File: config.mk
export PLATFORM = sky130hd
export DESIGN_NAME = svm_csr
export DESIGN_NICKNAME = d
export VERILOG_FILES = /design/src/hw/rtl/svm_pkg.sv /design/src/hw/rtl/svm_csr.sv
export SDC_FILE = /design/constraint.sdc
export NUM_CORES = 1
export LEC_CHECK = 0
export BUFFER_PORTS_ARGS = -buffer_cell sky130_fd_sc_hd__buf_2
export CAP_MARGIN = 20
export CORE_ASPECT_RATIO = 1.75
export CORE_MARGIN = 4
export CORE_UTILIZATION = 47
export DETAILED_ROUTE_END_ITERATION = 16
export PLACE_DENSITY_LB_ADDON = 0.05
export SLEW_MARGIN = 20
export SYNTH_ARGS = -nofsm -noshare
export SYNTH_HDL_FRONTEND = slang
export SYNTH_SLANG_ARGS = --single-unit
File: constraint.sdc
create_clock -name clock -period 1.43 [get_ports clock]
set_input_delay 0.143 -clock clock [delete_from_list [all_inputs] [get_ports clock]]
set_output_delay 0.143 -clock clock [all_outputs]
set_load 0.005 [all_outputs]
File: src/hw/rtl/svm_pkg.sv
package svm_pkg;

   localparam int NUM_REGS = 8;

   typedef enum logic [7:0] {
      OP_NOP  = 8'd0,  OP_MOV  = 8'd1,  OP_LDI  = 8'd2,  OP_ADD  = 8'd3,
      OP_SUB  = 8'd4,  OP_AND  = 8'd5,  OP_OR   = 8'd6,  OP_XOR  = 8'd7,
      OP_ADDI = 8'd8,  OP_SUBI = 8'd9,  OP_LD8  = 8'd10, OP_ST8  = 8'd11,
      OP_JMP  = 8'd12, OP_JEQ  = 8'd13, OP_JNE  = 8'd14, OP_JLT  = 8'd15,
      OP_JGE  = 8'd16, OP_CALL = 8'd17, OP_RET  = 8'd18, OP_SYS  = 8'd19,
      OP_HALT = 8'd20
   } opcode_type;

   localparam logic [2:0] ST_OK       = 3'd0;
   localparam logic [2:0] ST_PC_RANGE = 3'd1;
   localparam logic [2:0] ST_LOAD     = 3'd2;
   localparam logic [2:0] ST_STORE    = 3'd3;
   localparam logic [2:0] ST_OVERFLOW = 3'd4;
   localparam logic [2:0] ST_EMPTY    = 3'd5;
   localparam logic [2:0] ST_NO_SYS   = 3'd6;
   localparam logic [2:0] ST_BAD_OP   = 3'd7;

   localparam logic [2:0] REG_ENTRY  = 3'd0;
   localparam logic [2:0] REG_LENGTH = 3'd1;
   localparam logic [2:0] REG_MEMSZ  = 3'd2;
   localparam logic [2:0] REG_CALLS  = 3'd3;
   localparam logic [2:0] REG_SYS    = 3'd4;

   typedef struct packed {
      logic [7:0]  opcode;
      logic [2:0]  reg_first;
      logic [2:0]  reg_second;
      logic [15:0] immediate;
      logic [15:0] branch_target;
      logic [15:0] sys_value;
   } req_type;

   typedef struct packed {
      logic [2:0]  status;
      logic        halted_now;
      logic [15:0] next_pc;
      logic        reg_written;
      logic [2:0]  reg_index;
      logic [15:0] reg_value;
      logic        mem_written;
      logic [15:0] mem_address;
      logic [7:0]  mem_byte;
      logic        syscall_taken;
      logic [15:0] syscall_number;
   } rsp_type;

   typedef struct packed {
      logic [15:0] entry_point;
      logic [15:0] program_length;
      logic [10:0] memory_size;
      logic [6:0]  max_calls;
      logic        syscall_present;
   } cfg_type;

endpackage

File: src/hw/rtl/svm_csr.sv
// Configuration register file on the APB-style port
module svm_csr import svm_pkg::*; (
   input  logic        clock,
   input  logic        reset,
   input  logic        psel,
   input  logic        penable,
   input  logic        pwrite,
   input  logic [4:0]  paddr,
   input  logic [31:0] pwdata,
   output logic [31:0] prdata,
   output logic        pready,
   output cfg_type     cfg,
   output logic        pc_load
);
   cfg_type     cfg_ff;
   logic        wr;
   logic [2:0]  idx;
   logic        pc_load_ff, pc_load_in;

   assign pready     = 1'b1;
   assign wr         = psel && penable && pwrite;
   assign idx        = paddr[4:2];
   // load the pc from a registered strobe after the entry write, once the new value is visible
   assign pc_load_in = wr && (idx == REG_ENTRY);
   assign pc_load    = pc_load_ff;
   assign cfg        = cfg_ff;

   always_comb begin
      prdata = 32'd0;
      unique case (idx)
         REG_ENTRY:  prdata = {16'd0, cfg_ff.entry_point};
         REG_LENGTH: prdata = {16'd0, cfg_ff.program_length};
         REG_MEMSZ:  prdata = {21'd0, cfg_ff.memory_size};
         REG_CALLS:  prdata = {25'd0, cfg_ff.max_calls};
         REG_SYS:    prdata = {31'd0, cfg_ff.syscall_present};
         default:    prdata = 32'd0;
      endcase
   end

   always_ff @(posedge clock) begin
      if (reset) begin
         cfg_ff.entry_point     <= 16'd0;
         cfg_ff.program_length  <= 16'd1;
         cfg_ff.memory_size     <= 11'd1024;
         cfg_ff.max_calls       <= 7'd64;
         cfg_ff.syscall_present <= 1'b1;
         pc_load_ff             <= 1'b0;
      end else begin
         pc_load_ff <= pc_load_in;
         if (wr) begin
            unique case (idx)
               REG_ENTRY:  cfg_ff.entry_point     <= pwdata[15:0];
               REG_LENGTH: cfg_ff.program_length  <= pwdata[15:0];
               REG_MEMSZ:  cfg_ff.memory_size     <= pwdata[10:0];
               REG_CALLS:  cfg_ff.max_calls       <= pwdata[6:0];
               REG_SYS:    cfg_ff.syscall_present <= pwdata[0];
               default: ;
            endcase
         end
      end
   end
endmodule

# Word-level counts from Yosys, hierarchy flattened
# Cells that the tools add are included.
# W data, S select, Z words.
dict set report op_classes {
  eq_ne 4
  mux 1
  n_reduce_logical 9
}
# operator n
set ops {}
lappend ops {{$pmux W16 S5} 1}
lappend ops {{$reduce_and A2 Y1} 5}
lappend ops {{$eq A3 B2 Y1 const B} 2}
lappend ops {{$eq A3 B1 Y1 const B} 1}
lappend ops {{$eq A3 B3 Y1 const B} 1}
lappend ops {{$logic_and A1 B1 Y1} 3}
lappend ops {{$logic_not A3 Y1} 1}
dict set report word_totals {
  wordCells 20
  ff_bits 52
  in_bits 42
}

# Longest topological paths before layout
# Gate-level depths: netlist (run 1).
dict set report logic_depth {
  depth_word 3
  depth_mapped 5
  ltp_nobuf 3
}

# Worst setup path before layout (run 1)
# No wires, ideal clock.
dict set report synth_path {
  kind {input-to-output}
  startpoint {input paddr[2]}
  endpoint {output prdata[1]}
  cell_stages 4
  slack_ns 0.342
  arrival_ns 0.945
  cell_sequence {clkbuf_2 -> buf_2 -> mux4_2 -> nor2b_1}
}
dict set report synth_between {
  elab_chain_cells 2
}
# element line
set synth_rtl {}
lappend synth_rtl {{start, declared} svm_csr.sv:8} ;# input logic [4:0] paddr,
lappend synth_rtl {{$eq A3 B3 Y1, or another cell as far along} svm_csr.sv:30} ;# unique case (idx)
lappend synth_rtl {{$pmux W16 S5 *} svm_csr.sv:30}
lappend synth_rtl {{end, declared} svm_csr.sv:10} ;# output logic [31:0] prdata,
# Every way passes the cells marked *; elsewhere a longest branch is shown, timed or not.

# Worst setup path in the final report (run 1)
dict set report layout_path {
  startpoint {register cfg_ff (netlist bit cfg[7])}
  endpoint {output prdata[6]}
}
dict set report layout_between {
  elab_chain_cells 1
}
# element line
set layout_rtl {}
lappend layout_rtl {{start, declared} svm_csr.sv:15} ;# cfg_type cfg_ff;
lappend layout_rtl {{$pmux W16 S5} svm_csr.sv:30}
# No other way between the ends.

==> results of run 1 <==
-- area by class of cell --
type	instances	area share
Clock buffer	6	0.0208
Timing Repair Buffer	124	0.209
Multi-Input combinational cell	190	0.425
Sequential cell	52	0.308
Clock inverter	2	0.0101
Tap cell	76	0.0273
-- path summary, 6_finish.rpt --
| path | startpoint | endpoint |
|---|---|---|
| worst max-delay path | cfg[7] | prdata[6] |
| worst min-delay path | pwdata[6] | cfg[7] |
| worst max register to register | cfg[3] | cfg[3] |
| worst min register to register | cfg[36] | cfg[36] |
-- power breakdown --
| part | internal, mW | switching [mW] | leakage, nW |
|---|---|---|---|
| logic | 0.133 | 0.139 | 1.33 |
| clock network | 0.520 | 0.463 | 0.0552 |
| registers | 1.46 | 0.00731 | 0.431 |
-- worst max-delay path, delay by kind of cell, from the launching register on --
kind	cells	cell delay (ns)
simple gates	1	0.13
flops	1	0.34
mux	1	0.45
buf+inv	1	0.12
-- placed cells by master (no fill, tap or decap), drive strengths merged, types with 3 or more instances in the layout --
| cell type | instances |
|---|---|
| nand2 | 3 |
| clkbuf | 6 |
| conb | 17 |
| buf | 124 |
| mux2i | 60 |
| nor2 | 13 |
| nor2b | 6 |
| nor3 | 7 |
| dfxtp | 52 |
| nand2b | 63 |
| a2bb2oi | 4 |
| mux4 | 6 |
-- registers in the layout, indices dropped and copies added, names as in the netlist --
| register | count |
|---|---|
| cfg | 51 |
| pc_load | 1 |
-- cells by family (layout without fill, tap and decap cells) --
family / Yosys count / in the layout / share of synthesized area
flops: 52 / 52 / 0.383
other cells: 2 / 17 / 0.00276
simple gates: 99 / 99 / 0.221
compound gates: 7 / 7 / 0.0207
buf+inv: 36 / 132 / 0.0934
mux: 67 / 67 / 0.279
-- metal layers --
layer  routed length, microns  GRT usage  share of wire
met1                     2500      0.216           0.39
met2                     3480      0.347           0.54
met3                      380     0.0402          0.059
met4                       94     0.0638          0.015
met5                        0          0              0
-- timing repair --
item | CTS | global route
endpoints found under the setup margin | 7 | 7
resized for setup | 25 | 4
buffers inserted | 18 | 3
hold endpoints to repair | 0 | 0
pin swaps | 1 | 1
==> impl_results.md, run 1 <==
- Post-route DRC: 0
- First-pass GRT wire length: 10,500 microns
- Status: finished with violations
- Area added between synthesis and finish: 28.1%
- Leakage: 1.82 nW
- CP Capture Type: output port
- Crit-path cells: mux4_2 -> nor2b_1 -> buf_2
- CTS hold repair buffers: 0
- Synth top area cells: dfxtp_1 38%, mux2i_1 22%, nand2b_1 14%
- Initial core utilization: 0.487
- RSZ-0062 raised after global routing: true
- Port-buffer cells: 91
- Peak VDD IR: 0.000531 V
- Sequential element share of the synthesized area: 0.383
- Final ANT Viol Nets: 0
- Skew-Pair Late Insertion Delay: 0.30 ns
- CP required: 1.29 ns
- Synth top area share: 0.383
- Power Dens Cells: 781 nW/um^2
- Fin crit period: 1.49 ns
- DRT Pass-1 Iters: 4
- Startpoint Class: flop
- Post-route cell area: 3480 sq um
- Overflow after GRT: 0
- Post-synth top cells: 63 x nand2b_1, 60 x mux2i_1, 52 x dfxtp_1
- Slack of the worst reg-to-reg path: 0.61 ns
- Clock skew: 0 ns
- Distinct cells, synth: 32
- Max Fclk: 672 MHz
- Initial DRC Count: 58
- Die height: 109 microns
- Placed cell count: 421
- Worst setup path category: flop to output port
- Cts bufs inserted: 5
- IO Pins: 127
- Final-stage net count: 415
- Synthesis-stage register bit count: 52
- Clock slew at reported path FFs: 0.10 ns
- Async set-reset flop share out of synthesis: 0
- Yosys top cell by area: dfxtp_1
- Chip Width: 65.5 microns
- CP max stage cell: mux4_2
- Die area: 7110 sq um
- Row cnt: 36
- Setup violations, final: 6
- Ant. Diodes: 0
- Final Core Density: 0.624
- Area of the multi-input gates: 1480 sq um
- Max incr delay on CP: 0.45 ns
- H-tree Lvls: 2
- Placed Area: 3190 sq um
- Via count: 2,159
- Worst min-delay path class: input pin to flop
- Total power: 2.72 mW
- Cell at the root of the clock tree: clkbuf_8
- Finished Layout Cells: 450
- Max-Cap Viols: 0
- YS warnings: 0
- Routability congestion estimate: 0.826
- FF/Latch Area: 1070 sq um
- Cells after Synth: 263
- CTS sink count: 52
- Wirelength, routed: 6460 microns
- TritonCTS clock tree: built
- Failing checks: setup timing
- Share of cells above drive strength 1: 0.452
- Total negative slack: -0.263 ns
- Syn Area/Cell: 10.3 sq um
- Hold Worst Slack: 0.103 ns
- PnR worst setup slack: -0.0580 ns
- R2R cell count: 4
- Core area: 5590 sq um
- Number of synthesized flops with an enable pin: 0
- Arr. time, crit path: 1.35 ns
- Routed len/inst: 14.3 microns
- Longest Clk Path Bufs: 2
- Synthesized area: 2720 sq um
- Vias in the first global route: 2,167
- Routed vias/inst: 4.80
- Pin count of the biggest net entering global routing: 72
- Final Hold Fails: 0
- Tcrit/Tclk final: 1.04
- Antenna violations before repair: 0
- Main synth FF type: dfxtp_1
- DP HPWL: 4610 microns
- Crit path max fanout: 2
- Count leader, synth: nand2b_1
- Final slew viol count: 0
- # fillers: 551
- Total track usage: 0.190
- Pre-CTS WS: 0.0173 ns
- Worst Hold Path Cells: 3
Power figures use the tool's default switching activity.
==> run 2: changes to the inputs <==
==> constraint.sdc (replaced) <==
create_clock -name clock -period 1.7 [get_ports clock]
set_input_delay 0.17 -clock clock [delete_from_list [all_inputs] [get_ports clock]]
set_output_delay 0.17 -clock clock [all_outputs]
set_load 0.005 [all_outputs]
==> run 2 against run 1 <==
  * The flow now finishes without violations
  * Sequential power fell by 16%
  * Sequential share of layout area increased by 1.1 points
  * Final cell count decreased by 5.3%
  * Final area shrank 6.4%
  * Hold slack better by 0.035 ns
  * Clock skew did not move
  * Largest power group unchanged
==> impl_results.md, run 2 (synthesis results as in run 1) <==
- Combinational share of power: 0.099 (about the same)
- First-pass GRT wire length: 9980 microns (-5.1%)
- Total power: 2.19 mW (-20%)
- Row cnt: 36 (unchanged)
- Max-Cap Viols: 0 (unchanged)
- Skew-Pair Late Insertion Delay: 0.30 ns (about the same)
- Cts bufs inserted: 5 (unchanged)
- Initial DRC Count: 50 (-14%)
- Routed len/inst: 14.7 microns (+2.7%)
- Commonest non-fill, non-tap cells in the layout: 91 x buf_2, 63 x nand2b_1, 60 x mux2i_1, 52 x dfxtp_1, 17 x conb_1
- Routability congestion estimate: 0.787 (-4.7%)
- Port-buffer cells: 91 (unchanged)
- DRT Pass-1 Iters: 4 (unchanged)
- Cell at the root of the clock tree: clkbuf_8
- Routed vias/inst: 4.80 (about the same)
- Max reg flops: 51 (unchanged)
- TritonCTS clock tree: built
- IO Pins: 127 (unchanged)
- CP Capture Type: output port
- RSZ-0062 raised after global routing: false
- Final Hold Fails: 0 (unchanged)
- Final ANT Viol Nets: 0 (unchanged)
- Total track usage: 0.181 (-0.00941)
- CTS hold repair buffers: 0 (unchanged)
- Core area: 5590 sq um (unchanged)
- Die area: 7110 sq um (unchanged)
- Crit-path cells: mux4_1 -> nor2b_1 -> buf_2
- Net Switching: 0.497 mW (-19%)
- Longest Clk Path Bufs: 2 (unchanged)
- Seq pwr share: 0.563 (+0.024)
- CTS sink count: 52 (unchanged)
- Post-route DRC: 0 (unchanged)
- Clock skew: 0 ns (unchanged)
- Status: finished clean
- Fin crit period: 1.54 ns
- Max Fclk: 650 MHz
- H-tree Lvls: 2 (unchanged)
- Initial core utilization: 0.487 (unchanged)
- Setup violations, final: 0 (-6)
- Final Core Density: 0.584 (-0.0397)
- Worst setup path category: flop to output port
- Startpoint Class: flop
- Most common cell after layout, fill and taps aside: buf_2
- Final slew viol count: 0 (unchanged)
- Antenna violations before repair: 0 (unchanged)
- Overflow after GRT: 0 (unchanged)
- Pin count of the biggest net entering global routing: 72 (unchanged)
- Ant. Diodes: 0 (unchanged)
- Share of cells above drive strength 1: 0.334 (-0.118)
- DP HPWL: 4700 microns (+1.9%)
- Peak VDD IR: 0.000464 V (-13%)
- Setup Fix Bufs, Post-CTS: 0 (-18)
- Final-stage net count: 392 (-5.5%)
- Power Dens Cells: 671 nW/um^2 (-14%)
- Arr. time, crit path: 1.37 ns (+0.02 ns)
- Clock share of power: 0.338 (-0.023)
- Vias in the first global route: 1,984 (-8.4%)
- CP max stage cell: mux4_1
- Chip Width: 65.5 microns (unchanged)
- Tcrit/Tclk final: 0.905
- Wirelength, routed: 6280 microns (-2.8%)
- Crit path max fanout: 3 (+1)
- Leakage: 1.69 nW (-6.7%)
- Total negative slack: 0 ns (+0.263 ns)
- Die height: 109 microns (unchanged)
- Post_cts resized: 0 (-100%)
- Clock slew at reported path FFs: 0.09 ns (about the same)
- Sw frac: 0.227 (+0.00285)
- Via count: 2,043 (-5.4%)
- Max incr delay on CP: 0.48 ns (+0.03 ns)
- Worst min-delay path class: input pin to flop
- Area added between synthesis and finish: 20.0%
- Int Pwr: 1.69 mW (-20%)
- Hold Worst Slack: 0.138 ns (+0.0348 ns)
- CP required: 1.53 ns (+0.24 ns)
[run 2: cell count changes in the layout (fill, tap and decap cells not counted)]
cell / previous run / this run
bufinv_16: 1 / 0
mux4_1: 0 / 3
clkbuf_8: 5 / 7
dfxtp_1: 27 / 52
clkinv_2: 1 / 0
buf_12: 2 / 1
a22oi_2: 1 / 0
dfxtp_2: 25 / 0
a22oi_1: 0 / 1
clkbuf_1: 1 / 0
mux4_2: 6 / 3
buf_4: 31 / 9
[run 2: stage by stage]
stage          instances  cell area, sq um  worst slack (ns)
2_1_floorplan        278              2780             0.558
3_3_place_gp         419              3170             0.180
3_5_place_dp         419              3170             0.157
4_1_cts              426              3260             0.138
5_1_grt              426              3260            0.0841
6_report             426              3260             0.161
[run 2: final timing paths]
kind	from	to	slack, ns	cells after the start
setup / recovery	cfg[24]	prdata[5]	0.16	3
setup reg to reg	cfg[21]	cfg[21]	1.06	2
hold / removal	pwdata[10]	cfg[18]	0.14	3
hold reg to reg	cfg[31]	cfg[31]	0.49	2
[run 2: cell type report]
class,count,area (sq um)
flip-flops and latches,52,1040
multi-input cells,190,1490
clock buffers,7,96.3
repair buffers,101,543
well taps,76,95.1
fillers,544,2320
[run 2: power by group through the flow]
stage               combinational, mW  clock [mW]  sequential, mW
global placement                0.218           0            1.26
detailed placement              0.219           0            1.26
CTS                             0.220       0.760            1.23
global route                    0.239       0.804            1.23
floorplan                       0.168           0            1.26
finish                          0.216       0.739            1.23
[run 2: worst max-delay path: cells and delay by family, from the launching register on]
kind | cells | cell delay, ns
buffers and inverters | 1 | 0.12
DFF | 1 | 0.34
muxes | 1 | 0.48
and+or+nand+nor | 1 | 0.14
[run 2: routing by layer]
layer | wire length, microns | GRT usage | share of wire
met1 | 2510 | 0.212 | 0.40
met2 | 3310 | 0.327 | 0.53
met3 | 383 | 0.0392 | 0.061
met4 | 73 | 0.0490 | 0.012
met5 | 0 | 0 | 0
