[config.mk]
export PLATFORM = sky130hd
export DESIGN_NAME = svm_queue
export DESIGN_NICKNAME = d
export VERILOG_FILES = /design/src/hw/rtl/svm_pkg.sv /design/src/hw/rtl/svm_queue.sv
export SDC_FILE = /design/constraint.sdc
export NUM_CORES = 1
export LEC_CHECK = 0
export ABC_AREA = 1
export ABC_CLOCK_PERIOD_IN_PS = 6900
export BUFFER_PORTS_ARGS = -buffer_cell sky130_fd_sc_hd__buf_2
export CAP_MARGIN = 30
export CORE_ASPECT_RATIO = 0.75
export CORE_MARGIN = 2
export CORE_UTILIZATION = 55
export DETAILED_ROUTE_END_ITERATION = 16
export PLACE_DENSITY = 0.84
export SETUP_SLACK_MARGIN = 0.1
export SLEW_MARGIN = 20
export SYNTH_ARGS = -nofsm -noshare
export SYNTH_HDL_FRONTEND = slang
export SYNTH_SLANG_ARGS = --single-unit
[constraint.sdc]
create_clock -name clock -period 6.9 [get_ports clock]
set_input_delay 0.69 -clock clock [delete_from_list [all_inputs] [get_ports clock]]
set_output_delay 0.69 -clock clock [all_outputs]
set_load 0.1 [all_outputs]
[src/hw/rtl/svm_pkg.sv]
package svm_pkg;

   localparam int NUM_REGS = 8;

   typedef enum logic [7:0] {
      OP_NOP  = 8'd0,  OP_MOV  = 8'd1,  OP_LDI  = 8'd2,  OP_ADD  = 8'd3,
      OP_SUB  = 8'd4,  OP_AND  = 8'd5,  OP_OR   = 8'd6,  OP_XOR  = 8'd7,
      OP_ADDI = 8'd8,  OP_SUBI = 8'd9,  OP_LD8  = 8'd10, OP_ST8  = 8'd11,
      OP_JMP  = 8'd12, OP_JEQ  = 8'd13, OP_JNE  = 8'd14, OP_JLT  = 8'd15,
      OP_JGE  = 8'd16, OP_CALL = 8'd17, OP_RET  = 8'd18, OP_SYS  = 8'd19,
      OP_HALT = 8'd20
   } opcode_type;

   localparam logic [2:0] ST_OK       = 3'd0;
   localparam logic [2:0] ST_PC_RANGE = 3'd1;
   localparam logic [2:0] ST_LOAD     = 3'd2;
   localparam logic [2:0] ST_STORE    = 3'd3;
   localparam logic [2:0] ST_OVERFLOW = 3'd4;
   localparam logic [2:0] ST_EMPTY    = 3'd5;
   localparam logic [2:0] ST_NO_SYS   = 3'd6;
   localparam logic [2:0] ST_BAD_OP   = 3'd7;

   localparam logic [2:0] REG_ENTRY  = 3'd0;
   localparam logic [2:0] REG_LENGTH = 3'd1;
   localparam logic [2:0] REG_MEMSZ  = 3'd2;
   localparam logic [2:0] REG_CALLS  = 3'd3;
   localparam logic [2:0] REG_SYS    = 3'd4;

   typedef struct packed {
      logic [7:0]  opcode;
      logic [2:0]  reg_first;
      logic [2:0]  reg_second;
      logic [15:0] immediate;
      logic [15:0] branch_target;
      logic [15:0] sys_value;
   } req_type;

   typedef struct packed {
      logic [2:0]  status;
      logic        halted_now;
      logic [15:0] next_pc;
      logic        reg_written;
      logic [2:0]  reg_index;
      logic [15:0] reg_value;
      logic        mem_written;
      logic [15:0] mem_address;
      logic [7:0]  mem_byte;
      logic        syscall_taken;
      logic [15:0] syscall_number;
   } rsp_type;

   typedef struct packed {
      logic [15:0] entry_point;
      logic [15:0] program_length;
      logic [10:0] memory_size;
      logic [6:0]  max_calls;
      logic        syscall_present;
   } cfg_type;

endpackage

[src/hw/rtl/svm_queue.sv]
// Two-entry queue between front and back
module svm_queue import svm_pkg::*; (
   input  logic    clock,
   input  logic    reset,
   input  logic    in_valid,
   output logic    in_stall,
   input  req_type in_data,
   output logic    out_valid,
   input  logic    out_take,
   output req_type out_data
);
   req_type    slot_ff [2];
   logic       rd_ptr_ff, rd_ptr_in, wr_ptr_ff, wr_ptr_in;
   logic [1:0] count_ff, count_in;
   logic       push, pop;

   assign in_stall  = (count_ff == 2'd2);
   assign push      = in_valid && !in_stall;
   assign out_valid = (count_ff != 2'd0);
   assign pop       = out_valid && out_take;
   assign out_data  = slot_ff[rd_ptr_ff];

   always_comb begin
      rd_ptr_in = rd_ptr_ff ^ pop;
      wr_ptr_in = wr_ptr_ff ^ push;
      count_in  = count_ff + {1'b0, push} - {1'b0, pop};
   end

   always_ff @(posedge clock) begin
      if (reset) begin
         rd_ptr_ff <= 1'b0;
         wr_ptr_ff <= 1'b0;
         count_ff  <= 2'd0;
      end else begin
         rd_ptr_ff <= rd_ptr_in;
         wr_ptr_ff <= wr_ptr_in;
         count_ff  <= count_in;
      end
      if (push) begin
         slot_ff[wr_ptr_ff] <= in_data;
      end
   end
endmodule

; ---- Word-level counts from Yosys, hierarchy flattened
; Memory sizes are Yosys's and may differ from the RTL's. A register that Yosys moved wholly into a read port is not among the register bits.
; Cells that the tools add are included.
[totals]
ramBits = 124
in_bits = 66
elab_cells = 16
mem_count = 1
reg_bits = 4
output_inout_bits = 64
[classes]
addsub = 2
reduce_logical = 4
bitwise = 2
n_mux = 3
eq_ne = 1
[memory_table]
columns = memory, words, word_bits, rd, rd_clocked_by_memory_dff, wr, line_no
row1 = slot_ff, 2, 62, 1, 1, 1, svm_queue.sv:12  ; req_type slot_ff [2];
[ops]
columns = cell, n
row1 = $mux W1, 3
row2 = $add A2 B1 Y2, 1
row3 = $eq A2 B2 Y1 const B, 1
row4 = $logic_and A1 B1 Y1, 2
row5 = $reduce_bool A2 Y1, 1
row6 = $sub A2 B1 Y2, 1
row7 = $xor A1 B1 Y1, 2
row8 = $logic_not A1 Y1, 1

; ---- Longest topological paths before layout
; Gate-level depths: netlist (run 1).
[depth]
ltp_word = 5
depth_mapped = 10
depth_no_buf = 10

; ---- Worst setup path after synthesis (run 1)
; OpenSTA, ideal clock, no wires.
[synth_path]
kind = in2reg
from = input port in_valid
to = memory slot_ff[1][0] (netlist name), enable pin
slack_ns = 4.097
required_time_ns = 6.473
t_arrival_ns = 2.376
setup_ns = 0.427
path_buffers = 0
cell_stages = 3
path_cell_list = o21ai_0 > inv_1 > ha_1
[synth_between]
elab_chain_cells = 3
[synth_rtl]
columns = item, line_no
row1 = "start, declared", svm_queue.sv:5  ; input logic in_valid,
row2 = $logic_and A1 B1 Y1, svm_queue.sv:18  ; assign push = in_valid && !in_stall;
row3 = $mux W1, svm_queue.sv:39  ; if (push) begin
row4 = $mux W1 (implied by the code), svm_queue.sv:40  ; slot_ff[wr_ptr_ff] <= in_data;
row5 = "end, declared", svm_queue.sv:12
; No other way between the ends.

==> summary.log, run 1 <==
INFO  global_route   number_of_global_route_vias_before_repair=2585
INFO  route          drt_pass1_iterations=4
INFO  layout         n_fill_cell=582
INFO  route          routed_via_density=4.97
INFO  sta            grt_setup_unrepaired=no
INFO  hold_path      holdPathEnd=slot_ff[0][5]$_DFFE_PP_
INFO  synthesis      synthSimpleGateAreaFrac=1.17%
INFO  worst_setup_path timing.rr.start=count_ff[1]$_SDFF_PP0_
INFO  layout         leading_cell_type_in_the_layout_fill_and_taps_excluded=buf_2
INFO  sta            setup_violators_final=0
INFO  worst_setup_path crit_type=flop to output pin
INFO  synthesis      synth-seq-area-share=76.0%
INFO  worst_setup_path destination_of_the_worst_register_to_register_timing_path=slot_ff[1][38]$_DFFE_PP_
INFO  floorplan      floorplan.die.height=86.6um
INFO  floorplan      die_w=114um
INFO  floorplan      fp-row-count=30
INFO  sta            tightestPinTransition=0.718ns
INFO  global_route   grt_max_degree=50
INFO  run            drv.max_cap_violation_count=0
INFO  place          gp_routability_congestion=0.733
INFO  floorplan      io-pin-count=130
INFO  clock_tree     clock-sinks=128
INFO  sta            maxSlewHeadroom=52.1%
INFO  worst_setup_path timing.critical_path.from_type=flop
INFO  sta            final_total_negative_setup_slack=0ns
INFO  clock_tree     cts.htree.levels=4
INFO  worst_setup_path timing.reg2reg.setup_slack=4.64ns
INFO  hold_path      worstHoldPathType=input pin to flop
INFO  worst_setup_path timing.critical_path.required=6.21ns
INFO  clock_tree     post_cts_resized=0
INFO  floorplan      initial_utilization=56.1%
INFO  global_route   grtUsageMet3=8.95%
INFO  synthesis      ys_seq_elements=128
INFO  global_route   global_route.peak_usage_layer=met2
INFO  synthesis      synth-adder-area-share=1.00%
INFO  route          drc_errors=0
INFO  synthesis      yosysWarningCount=0
INFO  floorplan      core_region_area=8930um^2
INFO  global_route   grt_antenna_before_repair=1
INFO  synthesis      synthesis.area=5010um^2
INFO  synthesis      synth_top_cell_area_share=74.4%
INFO  synthesis      main_combinational_cell_family_by_area_after_synthesis=multiplexers
INFO  clock_tree     clockBufferDepth=2
INFO  worst_setup_path critPathArrivalTime=2.07ns
INFO  synthesis      synth_area_leaders=edfxtp_1, mux2_4, buf_12, dfxtp_1, ha_1
INFO  sta            min_period_over_period=40.0%
INFO  route          avgRoutedWirePerCell=16.5um
INFO  run_status     outcome=completed
INFO  layout         final_layout_size_suffix_gt1_share=57.1%
INFO  place          number_of_buffers_inserted_by_port_buffering=129
INFO  worst_setup_path endpoint_kind=output pin
INFO  global_route   met1_usage=21.3%
INFO  synthesis      avgSynthCellArea=22.0um^2
INFO  clock_tree     cts_hold_buf=0
INFO  route          detailedRoute.firstIterationViolations=92
INFO  route          detailroute.via_count=2472
INFO  route          routed_wl=8200um
INFO  synthesis      synthMuxAreaShare=18.3%
INFO  worst_setup_path critPathMaxFanout=39
INFO  sta            drv_slew=0
INFO  layout         antenna_cells_inserted=0
INFO  clock_tree     clock_insertion_delay_worst_skew=0.40ns
INFO  global_route   wire_length_of_the_first_global_routing_pass=12500um
INFO  sta            timing_hold_violations_final=0
INFO  synthesis      synth.distinct_cells=13
INFO  place          dpl.hpwl=5300um
INFO  clock_tree     cts_tree=yes
INFO  layout         final_net_count=442
INFO  sta            clock_skew=0.00966ns
INFO  floorplan      design.die.area=9890um^2
INFO  route          final_antenna_net_count=0
INFO  clock_tree     worst_setup_hold_path_clk_slew=0.05ns
INFO  synthesis      synth.largest_area_cell=edfxtp_1
INFO  synthesis      synth.net_count=298
INFO  worst_setup_path worstRegToRegCells=5
INFO  sta            maxClockFrequency=362MHz
INFO  clock_tree     cts_root_buf=clkbuf_16
INFO  synthesis      synthCells=228
INFO  clock_tree     cts_post_setup_buffers_inserted=0
INFO  synthesis      synth_xor_area_share=0%
INFO  hold_path      whs_path_depth=1
INFO  sta            min_period=2.76ns
INFO  layout         syn2layout_area_growth=24.9%
INFO  layout         most-common-layout-cells=buf_2, edfxtp_1, mux2_4
INFO  global_route   grt_overflow_total=0
INFO  synthesis      synth_compound_area_share=0.200%
INFO  global_route   global_route.usage.total=17.4%
INFO  clock_tree     numCtsBuffers=17
INFO  global_route   gr-usage-met2=26.7%
INFO  hold_path      hold_path.startpoint=in_data[5]
[layout make-up]
type,instances,area [um^2],area share [%]
flip-flops and latches,128,3810,60.9
multi-input cells,83,1040,16.6
clock buffers,22,444,7.10
clock inverters,10,97.6,1.56
well taps,112,140,2.24
inverters,10,37.5,0.600
repair buffers,132,688,11.0
[worst max-delay path, stage by stage (launching register included)]
cell and delay [ns]:
dfxtp_4 0.67, buf_16 0.32, mux2_2 0.36, buf_2 0.29
[cells by family after synthesis]
logic type | count (synthesis)
compound gates | 2
fa+ha+maj | 4
simple gates | 15
buf+inv | 17
flops | 128
mux | 62
[how the worst max path moves through the flow]
stage / startpoint / end / cells past startpoint
after global placement: rd_ptr_ff$_SDFF_PP0_ / out_data[0] / 2
final: rd_ptr_ff$_SDFF_PP0_ / out_data[59] / 3
after floorplan: in_valid / slot_ff[1][0]$_DFFE_PP_ / 3
after CTS: rd_ptr_ff$_SDFF_PP0_ / out_data[59] / 3
after detailed placement: in_valid / slot_ff[1][60]$_DFFE_PP_ / 5
after global routing: rd_ptr_ff$_SDFF_PP0_ / out_data[59] / 3
[metal layers]
| metal | share of wire [%] | vias to the layer above |
|---|---|---|
| met2 | 47 | 107 |
| li1 | - | 1173 |
| met5 | 0 | - |
| met1 | 43 | 1182 |
| met3 | 9.0 | 10 |
| met4 | 1.0 | 0 |
[cells in the mapped netlist]
library cell and number:
edfxtp_1 124, mux2_4 58, inv_1 10, nor2_1 8
buf_12 6, nand2_1 5, dfxtp_1 4, ha_1 4
mux2_2 4, nand3_1 2, a21oi_1 1, buf_6 1
o21ai_0 1
[state kept, by name, indices dropped and copies added, names as in the netlist]
name and cells:
count_ff 2, rd_ptr_ff 1, slot_ff 124, wr_ptr_ff 1
[per-stage QoR]
step	utilization (%)	hold slack, ns	cells	instance area (um^2)	worst slack (ns)
2_1_floorplan	-	0.532	228	5010	4.10
3_3_place_gp	63.6	0.564	464	5690	4.28
3_5_place_dp	63.9	0.592	465	5710	4.25
4_1_cts	70.0	0.464	497	6250	4.09
5_1_grt	70.0	0.458	497	6250	4.03
6_report	70.0	0.482	497	6250	4.14
Power of run 1 is left out: the tool's default activity adds up to more than one toggle a clock period on the data nets, which glitch-free logic cannot reach.
==> run 2: changes to the inputs <==
--- a/config.mk
+++ b/config.mk
@@ -6,14 +6,14 @@
 export NUM_CORES = 1
 export LEC_CHECK = 0
 export ABC_AREA = 1
-export ABC_CLOCK_PERIOD_IN_PS = 6900
+export ABC_CLOCK_PERIOD_IN_PS = 2200
 export BUFFER_PORTS_ARGS = -buffer_cell sky130_fd_sc_hd__buf_2
 export CAP_MARGIN = 30
 export CORE_ASPECT_RATIO = 0.75
 export CORE_MARGIN = 2
-export CORE_UTILIZATION = 55
+export CORE_UTILIZATION = 47
 export DETAILED_ROUTE_END_ITERATION = 16
-export PLACE_DENSITY = 0.84
+export PLACE_DENSITY = 0.76
 export SETUP_SLACK_MARGIN = 0.1
 export SLEW_MARGIN = 20
 export SYNTH_ARGS = -nofsm -noshare
==> constraint.sdc (replaced) <==
create_clock -name clock -period 2.2 [get_ports clock]
set_input_delay 0.22 -clock clock [delete_from_list [all_inputs] [get_ports clock]]
set_output_delay 0.22 -clock clock [all_outputs]
set_load 0.1 [all_outputs]
==> summary.log, run 2 (same netlist as run 1, synthesis figures left out) <==
INFO  layout         antenna_cells_inserted=0 [unchanged]
INFO  layout         leading_cell_type_in_the_layout_fill_and_taps_excluded=buf_2 [unchanged]
INFO  sta            grt_setup_unrepaired=no [unchanged]
INFO  worst_setup_path timing.critical_path.from_type=flop [unchanged]
INFO  global_route   grt_max_degree=63 [was 50]
INFO  sta            min_period_over_period=90.4%
INFO  clock_tree     cts.htree.levels=4 [unchanged]
INFO  route          routed_via_density=4.73 [was 4.97]
INFO  worst_setup_path worst-path-buf-inv=2 [unchanged]
INFO  global_route   wire_length_of_the_first_global_routing_pass=13500um [was 12500 um]
INFO  global_route   grt_overflow_total=0 [unchanged]
INFO  worst_setup_path critical_path.max_stage_delay=0.42ns [was 0.67 ns]
INFO  floorplan      core_region_area=10300um^2 [was 8930 um^2]
INFO  sta            drv_slew=0 [unchanged]
INFO  sta            timing_hold_violations_final=0 [unchanged]
INFO  sta            setup_violators_final=0 [unchanged]
INFO  place          number_of_buffers_inserted_by_port_buffering=129 [unchanged]
INFO  layout         final_util=67.3% [was 70.0%]
INFO  layout         layout.area.seq=3810um^2 [unchanged]
INFO  route          drc_errors=0 [unchanged]
INFO  layout         largest_register_ffs=124 [unchanged]
INFO  layout         largest_register=slot_ff [unchanged]
INFO  worst_setup_path critical_path.slowest_cell=dfxtp_4 [unchanged]
INFO  sta            min_period=1.99ns
INFO  sta            clock_skew=0.00629ns [was 0.00966 ns]
INFO  layout         most-common-layout-cells=buf_2, edfxtp_1, mux2_4 [unchanged]
INFO  clock_tree     clock_insertion_delay_worst_skew=0.40ns [about the same]
INFO  layout         reg.largest.list=slot_ff (124), count_ff (2) [unchanged]
INFO  global_route   grt_antenna_before_repair=0 [was 1]
INFO  worst_setup_path cell_chain_of_the_critical_path=buf_12 > mux2_2 > buf_2 [was buf_16 > mux2_2 > buf_2]
INFO  floorplan      initial_utilization=48.5% [was 56.1%]
INFO  clock_tree     cts_post_setup_buffers_inserted=0 [unchanged]
INFO  run            drv.max_cap_violation_count=0 [unchanged]
INFO  worst_setup_path critPathArrivalTime=1.77ns [was 2.07 ns]
INFO  floorplan      io-pin-count=130 [unchanged]
INFO  layout         final_net_count=493 [was 442]
INFO  worst_setup_path worst_path_dominant_cell_family=buffers and inverters [was flip-flops]
INFO  place          gp_routability_congestion=0.780 [was 0.733]
INFO  worst_setup_path crit_type=flop to output pin [unchanged]
INFO  sta            maxClockFrequency=503MHz
INFO  floorplan      floorplan.die.height=93.4um [was 86.6 um]
INFO  global_route   number_of_global_route_vias_before_repair=2829 [was 2585]
INFO  worst_setup_path endpoint_kind=output pin [unchanged]
INFO  clock_tree     clockBufferDepth=2 [unchanged]
INFO  route          routed_wl=9010um [was 8200 um]
INFO  sta            tightestPinTransition=0.883ns [was 0.718 ns]
INFO  layout         n_fill_cell=708 [was 582]
INFO  clock_tree     cts_root_buf=clkbuf_16 [unchanged]
INFO  global_route   global_route.usage.total=16.2% [was 17.4%]
INFO  route          avgRoutedWirePerCell=15.7um [was 16.5 um]
INFO  floorplan      die_w=123um [was 114 um]
INFO  floorplan      design.die.area=11500um^2 [was 9890 um^2]
INFO  run_status     outcome=completed [unchanged]
INFO  layout         final_layout_size_suffix_gt1_share=51.8% [was 57.1%]
INFO  floorplan      fp-row-count=32 [was 30]
INFO  clock_tree     clock-sinks=128 [unchanged]
INFO  sta            maxSlewHeadroom=41.1% [was 52.1%]
INFO  route          detailedRoute.firstIterationViolations=113 [was 92]
INFO  layout         syn2layout_area_growth=38.8% [was 24.9%]
INFO  clock_tree     worst_setup_hold_path_clk_slew=0.06ns [was 0.05 ns]
INFO  clock_tree     cts_tree=yes [unchanged]
INFO  route          final_antenna_net_count=0 [unchanged]
INFO  clock_tree     numCtsBuffers=17 [unchanged]
INFO  route          drt_pass1_iterations=4 [unchanged]
INFO  layout         multi_input_comb_area=1060um^2 [was 1040 um^2]
INFO  worst_setup_path critPathMaxFanout=31 [was 39]
INFO  worst_setup_path timing.critical_path.required=1.98ns [was 6.21 ns]
INFO  place          dpl.hpwl=5200um [was 5300 um]
INFO  hold_path      worstHoldPathType=input pin to flop [unchanged]
INFO  route          detailroute.via_count=2707 [was 2472]
INFO  sta            final_total_negative_setup_slack=0ns [unchanged]
run 2: cell types whose count changed in the layout (fill, tap and decap cells not counted), sizes merged:
cell / before / now
clkbuf: 22 / 17
buf: 132 / 131
inv: 10 / 12
dlygate4sd3: 0 / 52
bufinv: 2 / 5
run 2: worst paths after layout:
path | cells after the start | to | slack (ns) | start
max | 3 | out_data[0] | 0.21 | rd_ptr_ff$_SDFF_PP0_
min | 1 | slot_ff[0][40]$_DFFE_PP_ | 0.02 | in_data[40]
max reg2reg | 4 | slot_ff[0][2]$_DFFE_PP_ | 0.32 | count_ff[1]$_SDFF_PP0_
min reg2reg | 3 | count_ff[1]$_SDFF_PP0_ | 0.65 | count_ff[1]$_SDFF_PP0_
run 2: area by class of cell:
| type | instances | area share (%) |
|---|---|---|
| flip-flops and latches | 128 | 54.8 |
| clock inverters | 15 | 3.10 |
| well taps | 136 | 2.45 |
| repair buffers | 183 | 17.8 |
| multi-input cells | 83 | 15.2 |
| clock buffers | 17 | 6.12 |
| inverters | 10 | 0.540 |
run 2: through the flow:
stage	area [um^2]	hold slack [ns]	cells	worst slack, ns
6_report	6950	0.0195	572	0.211
5_1_grt	6950	0.000929	572	0.140
4_1_cts	6890	0.0000473	566	0.198
3_5_place_dp	5790	0.411	488	0.290
3_3_place_gp	5790	0.407	488	0.365
2_1_floorplan	5010	0.287	228	-0.316
run 2: timing repair:
item,4_1_cts,5_1_grt
resized for setup,0,0
endpoints found under the hold margin,89,11
hold buffers,46,6
run 2: routing by layer:
metal / GRT usage, % / wire length, um / vias up
met1: 18.2 / 3630 / 1312
met4: 5.97 / 75 / 0
li1: - / - / 1275
met2: 27.5 / 4610 / 112
met5: 0 / 0 / -
met3: 6.89 / 697 / 8
Power of run 2 is left out for the same reason.
==> run 3: changes to the inputs <==
--- a/config.mk
+++ b/config.mk
@@ -11,9 +11,9 @@
 export CAP_MARGIN = 30
 export CORE_ASPECT_RATIO = 0.75
 export CORE_MARGIN = 2
-export CORE_UTILIZATION = 47
+export CORE_UTILIZATION = 45
 export DETAILED_ROUTE_END_ITERATION = 16
-export PLACE_DENSITY = 0.76
+export PLACE_DENSITY = 0.73
 export SETUP_SLACK_MARGIN = 0.1
 export SLEW_MARGIN = 20
 export SYNTH_ARGS = -nofsm -noshare
==> summary.log, run 3 (same netlist as run 1, synthesis figures left out) <==
INFO  floorplan      die_w=126um [was 123 um]
INFO  place          detailedPlace.worstSlack=0.548ns [was 0.290 ns]
INFO  layout         largest_register=slot_ff [unchanged]
INFO  layout         layoutNonFillerInstCount=582 [was 572]
INFO  layout         multi_input_comb_area=1060um^2 [unchanged]
INFO  floorplan      fp-row-count=33 [was 32]
INFO  sta            drv_slew=0 [unchanged]
INFO  global_route   grt_max_degree=43 [was 63]
INFO  clock_tree     worst_setup_hold_path_clk_slew=0.05ns [was 0.06 ns]
INFO  global_route   global_route.usage.total=16.4% [was 16.2%]
INFO  place          number_of_buffers_inserted_by_port_buffering=129 [unchanged]
INFO  sta            final_total_negative_setup_slack=0ns [unchanged]
INFO  worst_setup_path endpoint_kind=output pin [unchanged]
INFO  worst_setup_path critPathMaxFanout=22 [was 31]
INFO  clock_tree     clock-sinks=128 [unchanged]
INFO  pwr            p_total=10.9mW
INFO  clock_tree     clock_insertion_delay_worst_skew=0.40ns [about the same]
INFO  worst_setup_path critPathArrivalTime=1.79ns [was 1.77 ns]
INFO  clock_tree     cts_root_buf=clkbuf_16 [unchanged]
INFO  worst_setup_path timing.critical_path.required=1.98ns [about the same]
INFO  route          detailroute.via_count=2700 [was 2707]
INFO  sta            worst_hold_slack=0.0175ns [was 0.0195 ns]
INFO  worst_setup_path crit_type=flop to output pin [unchanged]
INFO  run_status     outcome=completed [unchanged]
INFO  sta            setup_violators_final=0 [unchanged]
INFO  route          avgRoutedWirePerCell=16.3um [was 15.7 um]
INFO  pwr            static-leakage-power=2.81nW
INFO  run            drv.max_cap_violation_count=0 [unchanged]
INFO  floorplan      design.die.area=12000um^2 [was 11500 um^2]
INFO  sta            min_period_over_period=91.5% [was 90.4%]
INFO  route          drc_errors=0 [unchanged]
INFO  hold_path      worstHoldPathType=input pin to flop [unchanged]
INFO  global_route   grt_antenna_before_repair=0 [unchanged]
INFO  sta            timing_hold_violations_final=0 [unchanged]
INFO  floorplan      core_region_area=10900um^2 [was 10300 um^2]
INFO  sta            grt_setup_unrepaired=no [unchanged]
INFO  layout         largest_register_ffs=124 [unchanged]
INFO  sta            fin_ws=0.186ns [was 0.211 ns]
INFO  clock_tree     cts.htree.levels=4 [unchanged]
INFO  global_route   number_of_global_route_vias_before_repair=2824 [was 2829]
INFO  place          numPlacedInstances=496 [was 488]
INFO  layout         antenna_cells_inserted=0 [unchanged]
INFO  sta            min_period=2.01ns [was 1.99 ns]
INFO  layout         n_fill_cell=770 [was 708]
INFO  pwr            cellPowerDensity=1550nW/um^2
INFO  clock_tree     post_cts_resized=0 [unchanged]
INFO  route          routed_via_density=4.64 [was 4.73]
INFO  sta            tightestPinTransition=0.521ns [was 0.883 ns]
INFO  layout         syn2layout_area_growth=40.4% [was 38.8%]
INFO  route          drt_pass1_iterations=4 [unchanged]
INFO  layout         most-common-layout-cells=buf_2, edfxtp_1, mux2_4 [unchanged]
INFO  layout         final_layout_size_suffix_gt1_share=51.1% [was 51.8%]
INFO  clock_tree     clockBufferDepth=2 [unchanged]
INFO  place          dpl.hpwl=5800um [was 5200 um]
INFO  sta            maxSlewHeadroom=65.5% [was 41.1%]
INFO  floorplan      floorplan.die.height=95.4um [was 93.4 um]
INFO  layout         layout.area.seq=3810um^2 [unchanged]
INFO  floorplan      initial_utilization=45.9% [was 48.5%]
INFO  layout         reg.largest.list=slot_ff (124), count_ff (2) [unchanged]
INFO  sta            maxClockFrequency=497MHz [was 503 MHz]
INFO  route          routed_wl=9500um [was 9010 um]
INFO  floorplan      io-pin-count=130 [unchanged]
INFO  global_route   wire_length_of_the_first_global_routing_pass=14300um [was 13500 um]
INFO  route          final_antenna_net_count=0 [unchanged]
INFO  route          detailedRoute.firstIterationViolations=169 [was 113]
INFO  worst_setup_path timing.critical_path.from_type=flop [unchanged]
INFO  pwr            max-vdd-ir-drop=1.00mV
INFO  clock_tree     numCtsBuffers=17 [unchanged]
INFO  layout         final_net_count=499 [was 493]
INFO  clock_tree     cts_tree=yes [unchanged]
INFO  sta            clock_skew=0.00749ns [was 0.00629 ns]
INFO  global_route   grt_overflow_total=0 [unchanged]
INFO  place          gp_routability_congestion=0.756 [was 0.780]
run 3: changes by cell type in the layout (fill, tap and decap cells not counted), moves of 2 or more:
cell and change:
buf_12 +6, buf_2 -3, clkbuf_1 +3, bufinv_16 -2, clkinvlp_4 +2, dlygate4sd3_1 +2
inv_6 -2
run 3: power breakdown:
group	total, mW	switching [mW]	internal [mW]
Combinational	4.92	3.73	1.20
Clock	2.72	0.957	1.76
Sequential	3.28	0.116	3.17
Total	10.9	4.80	6.13
run 3: path summary, 6_finish.rpt:
kind / start / endpoint / slack [ns] / cells after the start
max: rd_ptr_ff$_SDFF_PP0_ / out_data[7] / 0.19 / 3
max reg2reg: count_ff[0]$_SDFF_PP0_ / slot_ff[0][11]$_DFFE_PP_ / 0.57 / 4
min: in_data[41] / slot_ff[0][41]$_DFFE_PP_ / 0.02 / 1
min reg2reg: count_ff[1]$_SDFF_PP0_ / count_ff[1]$_SDFF_PP0_ / 0.60 / 3
run 3: final cells by class:
cell class                      instances  share of cell area [%]
Clock buffer                           20                    6.21
Clock inverter                         12                    2.03
Inverter                               10                   0.534
Multi-Input combinational cell         83                    15.1
Sequential cell                       128                    54.2
Tap cell                              140                    2.49
Timing Repair Buffer                  189                    19.5
run 3: repair_timing:
| item | in CTS | in global routing |
|---|---|---|
| buffers inserted | 0 | 0 |
| endpoints found under the hold margin | 101 | 2 |
| hold buffers | 53 | 1 |
run 3: metrics by stage:
step / instance area (um^2) / util, %
floorplan: 5010 / -
global placement: 5910 / 54.2
detailed placement: 5910 / 54.2
CTS: 7020 / 64.4
global route: 7030 / 64.5
finish: 7030 / 64.5
run 3: critical path: stages, from the launching register on:
cell	delay (ns)
dfxtp_4	0.35
buf_4	0.35
mux2_4	0.24
buf_2	0.43
run 3: metal layers:
metal / share of wire [%] / vias up / routed length (um) / global-route usage (%)
li1: - / 1283 / - / -
met1: 42 / 1310 / 3960 / 18.4
met2: 51 / 95 / 4810 / 28.2
met3: 6.4 / 12 / 610 / 6.79
met4: 1.1 / 0 / 106 / 6.96
met5: 0 / - / 0 / 0
No activity file was read; power rests on OpenSTA's default activity.
